**config.mk**
```make
export PLATFORM = sky130hd
export DESIGN_NAME = gpio_register_bank
export DESIGN_NICKNAME = d
export VERILOG_FILES = /design/src/design/gpb_pkg.sv /design/src/design/gpb_decode.sv /design/src/design/gpb_state.sv /design/src/design/gpio_register_bank.sv
export SDC_FILE = /design/constraint.sdc
export NUM_CORES = 1
export LEC_CHECK = 0
export BUFFER_PORTS_ARGS = -buffer_cell sky130_fd_sc_hd__buf_2
export CORE_MARGIN = 1
export CORE_UTILIZATION = 35
export CTS_BUF_LIST = sky130_fd_sc_hd__clkbuf_8 sky130_fd_sc_hd__clkbuf_16
export DETAILED_ROUTE_END_ITERATION = 6
export GPL_ROUTABILITY_DRIVEN = 0
export MAX_ROUTING_LAYER = met4
export PLACE_DENSITY = 0.63
export SETUP_SLACK_MARGIN = 0.3
export SLEW_MARGIN = 5
export SYNTH_ARGS = -nofsm -noshare
export SYNTH_HDL_FRONTEND = slang
export SYNTH_SLANG_ARGS = --single-unit
export TNS_END_PERCENT = 10
```
**constraint.sdc**
```tcl
create_clock -name i_clk -period 7.07 [get_ports i_clk]
set_input_delay 1.414 -clock i_clk [delete_from_list [all_inputs] [get_ports i_clk]]
set_output_delay 1.414 -clock i_clk [all_outputs]
set_load 0.1 [all_outputs]
```
**src/design/gpb_pkg.sv**
```systemverilog
// ----------------------------------------------------------------------------
// gpb_pkg
// Shared constants, types and mask helpers for the GPIO register bank.
// ----------------------------------------------------------------------------
package gpb_pkg;

    localparam int NUM_PINS = 54;

    localparam int IDX_W         = 6;
    localparam int DATA_W        = 32;
    localparam int FSEL_WORDS    = 6;
    localparam int FSEL_PER_WORD = 10;
    localparam int FSEL_BITS     = 3 * FSEL_PER_WORD;
    localparam int PULL_WORDS    = 4;
    localparam int PULL_PER_WORD = 16;
    localparam int FSEL_IW       = $clog2(FSEL_WORDS);
    localparam int PULL_IW       = $clog2(PULL_WORDS);

    // pins that own a function field
    localparam int FSEL_PINS = (NUM_PINS < FSEL_WORDS * FSEL_PER_WORD) ?
                               NUM_PINS : FSEL_WORDS * FSEL_PER_WORD;

    // word map (byte offsets / 4)
    localparam logic [IDX_W-1:0] FSEL_BASE = '0;
    localparam logic [IDX_W-1:0] SET_BASE  = IDX_W'(32'h1c / 4);
    localparam logic [IDX_W-1:0] CLR_BASE  = IDX_W'(32'h28 / 4);
    localparam logic [IDX_W-1:0] LEV_BASE  = IDX_W'(32'h34 / 4);
    localparam logic [IDX_W-1:0] PULL_BASE = IDX_W'(32'he4 / 4);

    localparam logic [2:0] FSEL_FIELD  = 3'd7;
    localparam logic [1:0] PULL_FIELD  = 2'd3;
    localparam logic [2:0] OUTPUT_CODE = 3'd1;

    localparam logic ACT_READ  = 1'b0;
    localparam logic ACT_WRITE = 1'b1;

    // register group codes
    localparam logic [2:0] KIND_FSEL = 3'd0;
    localparam logic [2:0] KIND_SET  = 3'd1;
    localparam logic [2:0] KIND_CLR  = 3'd2;
    localparam logic [2:0] KIND_LEV  = 3'd3;
    localparam logic [2:0] KIND_PULL = 3'd4;
    localparam logic [2:0] KIND_BAD  = 3'd5;

    typedef logic [NUM_PINS-1:0]                    t_pins;
    typedef logic [FSEL_WORDS-1:0][FSEL_BITS-1:0]   t_fsel_bank;
    typedef logic [PULL_WORDS-1:0][DATA_W-1:0]      t_pull_bank;

    typedef struct packed {
        logic [2:0]         kind;
        logic [FSEL_IW-1:0] fsel_w;
        logic               upper;   // second word of set/clear/level pair
        logic [PULL_IW-1:0] pull_w;
    } t_decode;

    function automatic logic [FSEL_BITS-1:0] fsel_mask(input logic [FSEL_IW-1:0] w);
        logic [FSEL_BITS-1:0] m;
        m = '0;
        for (int k = 0; k < FSEL_PER_WORD; k++) begin
            if (int'(w) * FSEL_PER_WORD + k < NUM_PINS) begin
                m[3*k +: 3] = FSEL_FIELD;
            end
        end
        return m;
    endfunction

    function automatic logic [DATA_W-1:0] pull_mask(input logic [PULL_IW-1:0] w);
        logic [DATA_W-1:0] m;
        m = '0;
        for (int k = 0; k < PULL_PER_WORD; k++) begin
            if (int'(w) * PULL_PER_WORD + k < NUM_PINS) begin
                m[2*k +: 2] = PULL_FIELD;
            end
        end
        return m;
    endfunction

    function automatic t_pins output_enables(input t_fsel_bank f);
        t_pins oe;
        oe = '0;
        for (int p = 0; p < FSEL_PINS; p++) begin
            oe[p] = (f[p / FSEL_PER_WORD][3*(p % FSEL_PER_WORD) +: 3] == OUTPUT_CODE);
        end
        return oe;
    endfunction

endpackage

```
**src/design/gpb_decode.sv**
```systemverilog
// ----------------------------------------------------------------------------
// gpb_decode
// Word index decode into register group and word offset.
// ----------------------------------------------------------------------------
module gpb_decode (
    input  logic [gpb_pkg::IDX_W-1:0] i_reg_index,
    output gpb_pkg::t_decode          o_dec
);

    always_comb begin
        o_dec        = '0;
        o_dec.kind   = gpb_pkg::KIND_BAD;
        if (i_reg_index < gpb_pkg::FSEL_BASE + gpb_pkg::IDX_W'(gpb_pkg::FSEL_WORDS)) begin
            o_dec.kind   = gpb_pkg::KIND_FSEL;
            o_dec.fsel_w = gpb_pkg::FSEL_IW'(i_reg_index - gpb_pkg::FSEL_BASE);
        end else if (i_reg_index == gpb_pkg::SET_BASE ||
                     i_reg_index == gpb_pkg::SET_BASE + 1'b1) begin
            o_dec.kind  = gpb_pkg::KIND_SET;
            o_dec.upper = (i_reg_index != gpb_pkg::SET_BASE);
        end else if (i_reg_index == gpb_pkg::CLR_BASE ||
                     i_reg_index == gpb_pkg::CLR_BASE + 1'b1) begin
            o_dec.kind  = gpb_pkg::KIND_CLR;
            o_dec.upper = (i_reg_index != gpb_pkg::CLR_BASE);
        end else if (i_reg_index == gpb_pkg::LEV_BASE ||
                     i_reg_index == gpb_pkg::LEV_BASE + 1'b1) begin
            o_dec.kind  = gpb_pkg::KIND_LEV;
            o_dec.upper = (i_reg_index != gpb_pkg::LEV_BASE);
        end else if (i_reg_index >= gpb_pkg::PULL_BASE &&
                     i_reg_index < gpb_pkg::PULL_BASE + gpb_pkg::IDX_W'(gpb_pkg::PULL_WORDS)) begin
            o_dec.kind   = gpb_pkg::KIND_PULL;
            o_dec.pull_w = gpb_pkg::PULL_IW'(i_reg_index - gpb_pkg::PULL_BASE);
        end
    end

endmodule

```
**src/design/gpb_state.sv**
```systemverilog
// ----------------------------------------------------------------------------
// gpb_state
// Function, pull and output latch registers with their read mux.
// ----------------------------------------------------------------------------
module gpb_state (
    input  logic                       i_clk,
    input  logic                       i_rst_n,
    input  logic                       i_fire,
    input  gpb_pkg::t_decode           i_dec,
    input  logic                       i_action,
    input  logic [gpb_pkg::DATA_W-1:0] i_write_data,
    input  gpb_pkg::t_pins             i_pin_levels,
    output logic [gpb_pkg::DATA_W-1:0] o_read_data,
    output gpb_pkg::t_pins             o_next_drive,
    output gpb_pkg::t_pins             o_next_oe
);

    gpb_pkg::t_fsel_bank r_fsel, n_fsel;
    gpb_pkg::t_pull_bank r_pull, n_pull;
    gpb_pkg::t_pins      r_latch, n_latch;
    gpb_pkg::t_pins      r_oe, n_oe;

    logic                        wr;
    logic [2*gpb_pkg::DATA_W-1:0] wide;
    logic [2*gpb_pkg::DATA_W-1:0] lev;

    assign wr   = (i_action == gpb_pkg::ACT_WRITE);
    assign wide = i_dec.upper ? {i_write_data, {gpb_pkg::DATA_W{1'b0}}} :
                                {{gpb_pkg::DATA_W{1'b0}}, i_write_data};
    // output pins reflect the latch, all others the pad
    assign lev  = (2*gpb_pkg::DATA_W)'((r_latch & r_oe) | (i_pin_levels & ~r_oe));

    always_comb begin
        n_fsel      = r_fsel;
        n_pull      = r_pull;
        n_latch     = r_latch;
        o_read_data = '0;
        case (i_dec.kind)
            gpb_pkg::KIND_FSEL: begin
                if (wr) begin
                    n_fsel[i_dec.fsel_w] = i_write_data[gpb_pkg::FSEL_BITS-1:0] &
                                           gpb_pkg::fsel_mask(i_dec.fsel_w);
                end else begin
                    o_read_data = gpb_pkg::DATA_W'(r_fsel[i_dec.fsel_w]);
                end
            end
            gpb_pkg::KIND_SET: begin
                if (wr) begin
                    n_latch = r_latch | wide[gpb_pkg::NUM_PINS-1:0];
                end
            end
            gpb_pkg::KIND_CLR: begin
                if (wr) begin
                    n_latch = r_latch & ~wide[gpb_pkg::NUM_PINS-1:0];
                end
            end
            gpb_pkg::KIND_LEV: begin
                if (!wr) begin
                    o_read_data = i_dec.upper ? lev[2*gpb_pkg::DATA_W-1:gpb_pkg::DATA_W] :
                                                lev[gpb_pkg::DATA_W-1:0];
                end
            end
            gpb_pkg::KIND_PULL: begin
                if (wr) begin
                    n_pull[i_dec.pull_w] = i_write_data & gpb_pkg::pull_mask(i_dec.pull_w);
                end else begin
                    o_read_data = r_pull[i_dec.pull_w];
                end
            end
            default: begin
            end
        endcase
        n_oe = gpb_pkg::output_enables(n_fsel);
    end

    assign o_next_drive = n_latch;
    assign o_next_oe    = n_oe;

    always_ff @(posedge i_clk) begin
        if (!i_rst_n) begin
            r_fsel  <= '0;
            r_pull  <= '0;
            r_latch <= '0;
            r_oe    <= '0;
        end else if (i_fire) begin
            r_fsel  <= n_fsel;
            r_pull  <= n_pull;
            r_latch <= n_latch;
            r_oe    <= n_oe;
        end
    end

endmodule

```
**src/design/gpio_register_bank.sv**
```systemverilog
// ----------------------------------------------------------------------------
// gpio_register_bank
// GPIO controller behind 32-bit word registers, one bus access per beat.
// ----------------------------------------------------------------------------
// Usage:
//   Input channel (i_in_valid / o_in_stall) carries one access per beat:
//   read or write, word index, write data and the sampled pad levels.
//   Output channel (o_out_valid / i_out_stall) returns one result beat per
//   access: read data (zero on writes and unmapped words), bad-address flag,
//   and the pin drive and output-enable vectors as left by that access.
//   The input register loads at the accepting edge; the result register
//   loads the access once it is free (not held by a receiver stall).
//   Throughput: one access per cycle while the receiver does not stall;
//   the decode, register update and read mux sit between the two registers.
//   Reset (synchronous, active low) clears all function and pull words and
//   the output latch, so every pin is an input, and empties both stages.
//   When the receiver stalls, the result register holds its beat; the input
//   register still takes one more access if empty, after which o_in_stall rises
//   until the result beat is taken.
// ----------------------------------------------------------------------------
module gpio_register_bank (
    input  logic                         i_clk,
    input  logic                         i_rst_n,
    // access channel
    input  logic                         i_in_valid,
    output logic                         o_in_stall,
    input  logic                         i_action,
    input  logic [gpb_pkg::IDX_W-1:0]    i_reg_index,
    input  logic [gpb_pkg::DATA_W-1:0]   i_write_data,
    input  logic [gpb_pkg::NUM_PINS-1:0] i_pin_levels,
    // result channel
    output logic                         o_out_valid,
    input  logic                         i_out_stall,
    output logic [gpb_pkg::DATA_W-1:0]   o_read_data,
    output logic                         o_bad_address,
    output logic [gpb_pkg::NUM_PINS-1:0] o_pin_drive,
    output logic [gpb_pkg::NUM_PINS-1:0] o_pin_output_enable
);

    // input stage
    logic                       r_in_valid;
    logic                       r_action;
    logic [gpb_pkg::IDX_W-1:0]  r_reg_index;
    logic [gpb_pkg::DATA_W-1:0] r_write_data;
    gpb_pkg::t_pins             r_pin_levels;

    // result stage
    logic                       r_out_valid;
    logic [gpb_pkg::DATA_W-1:0] r_read_data;
    logic                       r_bad;
    gpb_pkg::t_pins             r_drive;
    gpb_pkg::t_pins             r_oe;

    logic                       out_load;   // result register free this cycle
    logic                       in_load;    // input register free this cycle
    logic                       fire;       // access commits to state
    gpb_pkg::t_decode           dec;
    logic [gpb_pkg::DATA_W-1:0] rd_data;
    gpb_pkg::t_pins             next_drive;
    gpb_pkg::t_pins             next_oe;

    assign out_load   = !r_out_valid || !i_out_stall;
    assign fire       = r_in_valid && out_load;
    assign in_load    = !r_in_valid || out_load;
    assign o_in_stall = !in_load;

    always_ff @(posedge i_clk) begin
        if (!i_rst_n) begin
            r_in_valid <= 1'b0;
        end else if (in_load) begin
            r_in_valid <= i_in_valid;
        end
    end

    always_ff @(posedge i_clk) begin
        if (in_load && i_in_valid) begin
            r_action     <= i_action;
            r_reg_index  <= i_reg_index;
            r_write_data <= i_write_data;
            r_pin_levels <= i_pin_levels;
        end
    end

    gpb_decode u_decode (
        .i_reg_index (r_reg_index),
        .o_dec       (dec)
    );

    gpb_state u_state (
        .i_clk        (i_clk),
        .i_rst_n      (i_rst_n),
        .i_fire       (fire),
        .i_dec        (dec),
        .i_action     (r_action),
        .i_write_data (r_write_data),
        .i_pin_levels (r_pin_levels),
        .o_read_data  (rd_data),
        .o_next_drive (next_drive),
        .o_next_oe    (next_oe)
    );

    always_ff @(posedge i_clk) begin
        if (!i_rst_n) begin
            r_out_valid <= 1'b0;
        end else if (out_load) begin
            r_out_valid <= r_in_valid;
        end
    end

    // writes return zero; unmapped words flag and read zero
    always_ff @(posedge i_clk) begin
        if (fire) begin
            r_read_data <= rd_data;
            r_bad       <= (dec.kind == gpb_pkg::KIND_BAD);
            r_drive     <= next_drive;
            r_oe        <= next_oe;
        end
    end

    assign o_out_valid         = r_out_valid;
    assign o_read_data         = r_read_data;
    assign o_bad_address       = r_bad;
    assign o_pin_drive         = r_drive;
    assign o_pin_output_enable = r_oe;

    // an unmapped word never returns data
    a_bad_reads_zero: assert property (@(posedge i_clk) disable iff (!i_rst_n)
        o_out_valid && o_bad_address |-> o_read_data == '0)
        else $error("bad address beat carries read data");

    // back-pressure only while an access is held in the input stage
    a_stall_has_item: assert property (@(posedge i_clk) disable iff (!i_rst_n)
        o_in_stall |-> r_in_valid)
        else $error("input stalled with empty input stage");

    // a committed access always yields a result beat next cycle
    a_fire_gives_beat: assert property (@(posedge i_clk) disable iff (!i_rst_n)
        fire |=> o_out_valid)
        else $error("committed access produced no result beat");

endmodule
```
After elaboration in Yosys (flattened, before gate mapping) --
Index checks and enable logic that the tools add are counted.
Cells by class: $add $sub $neg 25, multiply operators 1, $lt $le $gt $ge 33, equality and inequality tests 68, mux-type cells 113, bitwise logic cells 9, reduce and logical (&&, ||, !) cells 17
Operators with widths (number):
- 32-bit by 7-bit less-than comparator with 1-bit output, second input constant | 24
- 162-bit 2-to-1 mux | 2
- 180-bit bitwise mux | 1
- 3-bit by 1-bit equality test with 1-bit output, second input constant | 55
- 54-bit 2-to-1 mux | 3
- 32-bit 2-to-1 mux | 5
- 32-bit by 4-bit adder with 32-bit output, second input constant | 4
- 128-bit bitwise mux | 1
- 54-bit AND | 2
- 3-bit 2-to-1 mux | 36
- 54-bit one-hot mux with 2 select lines | 1
- 2-bit 2-to-1 mux | 52
- 32-bit one-hot mux with 3 select lines | 1
- 30-bit binary-select mux with 3-bit select | 1
- 30-bit demux with 3-bit select | 1
- 30-bit 2-to-1 mux | 3
- 32-bit by 5-bit adder with 32-bit output, second input constant | 2
- 54-bit by 64-bit AND with 64-bit output | 1
- 32-bit binary-select mux with 2-bit select | 1
- 32-bit demux with 2-bit select | 1
- 54-bit inverter with 64-bit output | 1
- 64-bit bitwise OR | 1
- 6-bit by 4-bit adder with 7-bit output, second input constant | 8
- 54-bit inverter | 1
- other kinds (30) | 58
Word-level totals: bits in registers 652, input bits 97, output and inout port bits 143, logic and storage cells 289

Longest topological paths before layout --
word-level depth 14, depth in mapped cells 14, gate-level depth less buffers 11

Hierarchy --
Synthesis repeated with hierarchy kept, for this count alone.
Unflattened totals: cells, all modules 2855, area total of the unflattened synthesis 27476.4 µm²
By module, submodules not included:
- gpb_state | instances 1, cells each 2576, area an instance 20089.3 µm², sequential area each 8328.0 µm²
- gpio_register_bank | instances 1, cells each 244, area an instance 7118.1 µm², sequential area each 7066.8 µm²
- gpb_decode | instances 1, cells each 35, area an instance 269.0 µm², sequential area each 0.0 µm²

Worst setup path after synthesis --
No wires, ideal clock.
path kind input to register, from in i_out_stall, to reg r_bad (netlist: o_bad_address) (enable), setup time 0.560 ns, arrival time 6.449 ns, required time 6.510 ns, slack 0.061 ns, cell stages on the path 7, buffers on the path 4, cells stage by stage nand2_1 > nand2_1 > inv_1 > clkbuf_1 > clkbuf_1 > clkbuf_1 > clkbuf_1
On the way: cells in the longest elaborated chain, start to end 3
RTL lines:
- start, declared | RTL line gpio_register_bank.sv:33 | input logic i_out_stall,
- 1-bit logical NOT | RTL line gpio_register_bank.sv:62 | assign out_load = !r_out_valid || !i_out_stall;
- 1-bit logical OR | RTL line gpio_register_bank.sv:62
- 1-bit logical AND | RTL line gpio_register_bank.sv:63 | assign fire = r_in_valid && out_load;
- net fire | RTL line gpio_register_bank.sv:56 | logic fire;
- end signal, assigned | RTL line gpio_register_bank.sv:114 | r_bad <= (dec.kind == gpb_pkg::KIND_BAD);
- end, declared | RTL line gpio_register_bank.sv:50 | logic r_bad;
The timed path passes the listed nets, and every way through them passes these cells. A chain may end at the register's enable or synchronous reset.

Worst setup path after layout --
from reg r_reg_index[2] (netlist name), to reg u_state.r_fsel[104] (netlist name)
On the way: cells in the longest elaborated chain, start to end 12, elaborated cells on any way between the ends 35, classes of those cells 1 x add/sub; 1 x mul; 6 x order compare; 6 x eq/ne; 14 x mux; 1 x bitwise; 6 x reduce/logical
RTL lines:
- start, declared | RTL line gpio_register_bank.sv:43 | logic [gpb_pkg::IDX_W-1:0] r_reg_index;
- start signal, assigned | RTL line gpio_register_bank.sv:78 | r_reg_index <= i_reg_index;
- 6-bit by 3-bit less-than comparator with 1-bit output | RTL line gpb_decode.sv:13 | if (i_reg_index < gpb_pkg::FSEL_BASE + gpb_pkg::IDX_W'(gpb_pkg::FSEL_WORDS)) begin
- 3-bit 2-to-1 mux | RTL line gpb_decode.sv:13
- 3-bit by 3-bit multiplier with 6-bit output | RTL line gpb_pkg.sv:60 | if (int'(w) * FSEL_PER_WORD + k < NUM_PINS) begin
- 32-bit by 4-bit adder with 32-bit output | RTL line gpb_pkg.sv:60
- 32-bit by 7-bit less-than comparator with 1-bit output | RTL line gpb_pkg.sv:60
- 3-bit 2-to-1 mux | RTL line gpb_pkg.sv:60
- 3-bit 2-to-1 mux | RTL line gpb_state.sv:40 | if (wr) begin
- 3-bit 2-to-1 mux | RTL line gpb_state.sv:38 | case (i_dec.kind)
- 30-bit AND | RTL line gpb_state.sv:41 | n_fsel[i_dec.fsel_w] = i_write_data[gpb_pkg::FSEL_BITS-1:0] &
- 180-bit bitwise mux | RTL line gpb_state.sv:41
- 162-bit 2-to-1 mux | RTL line gpb_state.sv:40
- 162-bit 2-to-1 mux * | RTL line gpb_state.sv:38
- end signal, assigned | RTL line gpb_state.sv:86 | r_fsel <= n_fsel;
- end, declared | RTL line gpb_state.sv:18 | gpb_pkg::t_fsel_bank r_fsel, n_fsel;
Every way passes the cells marked *; elsewhere a longest branch is shown, timed or not. The select of a mux whose other input is x is not followed.

==> results by group <==
Outcome
  • Outcome: finished, final reports clean

Critical path
  • WS Path Type: register to register
  • Crit-path cells: nor2b_1 > nand2_1 > clkinv_1 > ha_1 > xor2_1 > o21ai_1 > o41ai_1 > o21ai_0 > and2_1
  • Critical Path Source Type: register
  • Critical path capture point type: register
  • Worst r2r src: r_reg_index[2]
  • CP peak stage delay: 0.93 ns
  • Crit. Startpoint: r_reg_index[2]
  • Crit path required time: approximately 7.6 ns
  • Slowest cell on the critical path: o41ai_1
  • Crit path max fanout: 28
  • Worst Path Arrival: slightly above 5 ns

CTS
  • CTS tree: done
  • CTS root buf: clkbuf_16
  • Resized Gates After CTS: 0
  • Clk Latency, worst-skew pair: 0.62 ns
  • Longest Clk Path Bufs: 3
  • Htree depth: 3
  • Clk pin slew, worst setup/hold paths: 0.07 ns
  • Post-CTS Setup Inserts: 0
  • Post-CTS Hold Buffers: 0
  • Clock buffer count from CTS: 67
  • TritonCTS Sinks: 652

Global routing
  • GRT overflow: 0
  • Vias in the first global route: just over 20000
  • Largest net degree at the start of global routing: between 150 and 200
  • Global-route wire length before repair: roughly 140 mm
  • Initial antenna violation count: 2
  • All-layer global routing usage: 0.236

STA
  • Final Max Tran Viols: 0
  • Crit path time final: about 4.6 ns
  • Setup Skew: roughly 0.022 ns
  • Final hold vios: 0
  • Final period util: 0.654
  • RSZ-0062 raised after global routing: false
  • Rel. slew slack: 0.185
  • Fmax: 216 MHz
  • Final setup fails: 0
  • Setup TNS: 0 ns
  • Hold_ws: 0.461 ns
  • Worst-margin pin slew: roughly 1.2 ns

Routing
  • ANT nets after route: 0
  • Vias: 23100
  • Vias/cell: about 5.6
  • Total Routed Length: 97.0 mm
  • WL/cell: approximately 24 um
  • Detailed-route DRC error count: 0
  • Initial drt markers: approximately 2700
  • First-pass DRT Iterations: 6

Logic synthesis
  • Top_reg_cell synth: dfxtp_1
  • Top-area cell type share of the netlist area: 0.297
  • Syn Inst Count: 2900
  • FFs w/ async S/R, synth: 0
  • EDFF count, synth: 234
  • Post-synthesis cell type count: 67
  • Post-Syn Area: 28200 um2
  • Commonest cells in the synthesized netlist: nand2_1, dfxtp_1, edfxtp_1
  • Synthesized Nets: ~3000
  • #FFs+latches synth: 652
  • Main area contributors after synthesis: dfxtp_1, edfxtp_1, nand2_1
  • Cell type with the largest total area after synthesis: dfxtp_1
  • Ys Warns: 0
  • Post-Syn Area per Cell: 9.73 um2
  • Most frequent cell after synthesis: nand2_1
  • Register area share after synthesis: 0.546

Floorplan
  • Rows: between 100 and 150
  • Area of the die: 81700 um2
  • Core Area: approximately 79000 um2
  • Die Ht: about 290 um
  • # IOs: 240
  • Chip width: 286 um
  • Starting Density: 0.355

Pwr
  • Int Pwr: 6150 uW
  • Sw Ratio: 0.253
  • PwrDens: 253 nW/um2
  • Sequential Power Share: 0.493
  • Logic pwr share: 0.077
  • Leak: 0.0115 uW
  • Clock power frac: 0.430
  • Worst VDD drop: 0.195 mV
  • Switching power: roughly 2100 uW

Placement
  • Port bufs: 239
  • HPWL after DPL: approximately 64 mm

Layout
  • Final Core Density: 0.410
  • Area Overhead vs Synth: 15.3%
  • Layout cells sized above 1: 0.158
  • Filler instances: slightly below 8000
  • Final #Nets: 3132

Min path
  • Hold Startpoint: u_state.r_pull[45]
  • Worst hold path class: register to register

Flow run
  • Maxcap violations: 0
[cells by family (layout without fill, tap and decap cells)]
family,count (synthesis),in the layout,share of synthesized area
buffers and inverters,261,435,0.0359
muxes,119,119,0.0434
DFF,652,652,0.546
adders and majority gates,10,10,0.00444
other,0,2,0
and+or+nand+nor,1126,1126,0.181
AOI/OAI and AO/OA,729,729,0.188
xor gates and xnor gates,3,3,0.000932
[path summary, 6_finish.rpt]
| check | to | slack (ns) | cells past startpoint |
|---|---|---|---|
| setup / recovery | u_state.r_fsel[104] | 2.45 | 9 |
| setup reg to reg | u_state.r_fsel[104] | 2.45 | 9 |
| hold / removal | u_state.r_pull[45] | 0.46 | 2 |
| hold reg to reg | u_state.r_pull[45] | 0.46 | 2 |
[stage by stage]
stage | setup WS (ns) | power (uW) | std cells | cell area (um2)
after floorplan | 0.321 | 4560 | 2900 | 28200
after global placement | 2.68 | 4760 | 4006 | 30400
after detailed placement | 2.62 | 4760 | 4006 | 30400
after CTS | 2.60 | 8260 | 4124 | 32500
after global routing | 2.15 | 8450 | 4125 | 32500
final | 2.45 | 8230 | 4126 | 32500
[sequential cells by signal, indices dropped and copies added, names as in the netlist]
signal and count:
o_bad_address 1, r_reg_index 6, r_write_data 32, u_state.r_fsel 180, u_state.r_oe 54, o_read_data 32
r_in_valid 1, o_pin_drive 54, u_state.r_pull 128, r_pin_levels 54, r_action 1, o_out_valid 1
o_pin_output_enable 54, u_state.r_latch 54
[area by class of cell]
type / instances / area [um2] / share of cell area
multi-input cells: 1987 / 11900 / 0.366
flip-flops and latches: 652 / 15400 / 0.473
inverters: 11 / 48.8 / 0.00150
clock inverters: 45 / 362 / 0.0111
well taps: 1050 / 1310 / 0.0404
repair buffers: 306 / 1720 / 0.0529
clock buffers: 73 / 1780 / 0.0548
diodes: 2 / 5.00 / 0.000154
[cell usage in the layout (no fill, tap or decap), drive strengths merged, types with 33 or more instances in the layout]
cell type	n
edfxtp	234
a21oi	45
dfxtp	418
a21boi	208
nor2b	45
nor2	90
o211ai	42
and3	33
nand2	655
a221oi	43
buf	306
o21ai	165
and2	74
a22o	81
nand3	150
clkbuf	73
mux2i	92
[worst max-delay path: cells and delay by family (launching register included)]
kind,cells,cell delay (ns)
adder cells (fa/ha/maj),1,0.78
buffers and inverters,1,0.84
AO/OA/AOI/OAI,3,1.34
XOR/XNOR,1,0.15
flip-flops,1,0.74
AND/OR/NAND/NOR,3,0.65
[power by group through the flow]
stage                     sequential (uW)  clock, uW  combinational (uW)
after floorplan                      4320          0                 244
after global placement               4130          0                 628
after detailed placement             4130          0                 629
after CTS                            4050       3580                 632
after global routing                 4060       3730                 660
final                                4060       3540                 635
[routing by layer]
| layer | routed length [um] | GRT usage | share of wire | vias up |
|---|---|---|---|---|
| met5 | 0 | - | 0 | - |
| met4 | 3430 | 0.0801 | 0.035 | 0 |
| met3 | 8790 | 0.0395 | 0.091 | 170 |
| met2 | 42000 | 0.340 | 0.43 | 1229 |
| met1 | 42800 | 0.333 | 0.44 | 11200 |
| li1 | - | - | - | 10500 |
Note: power is estimated with default switching activity, not from simulation.
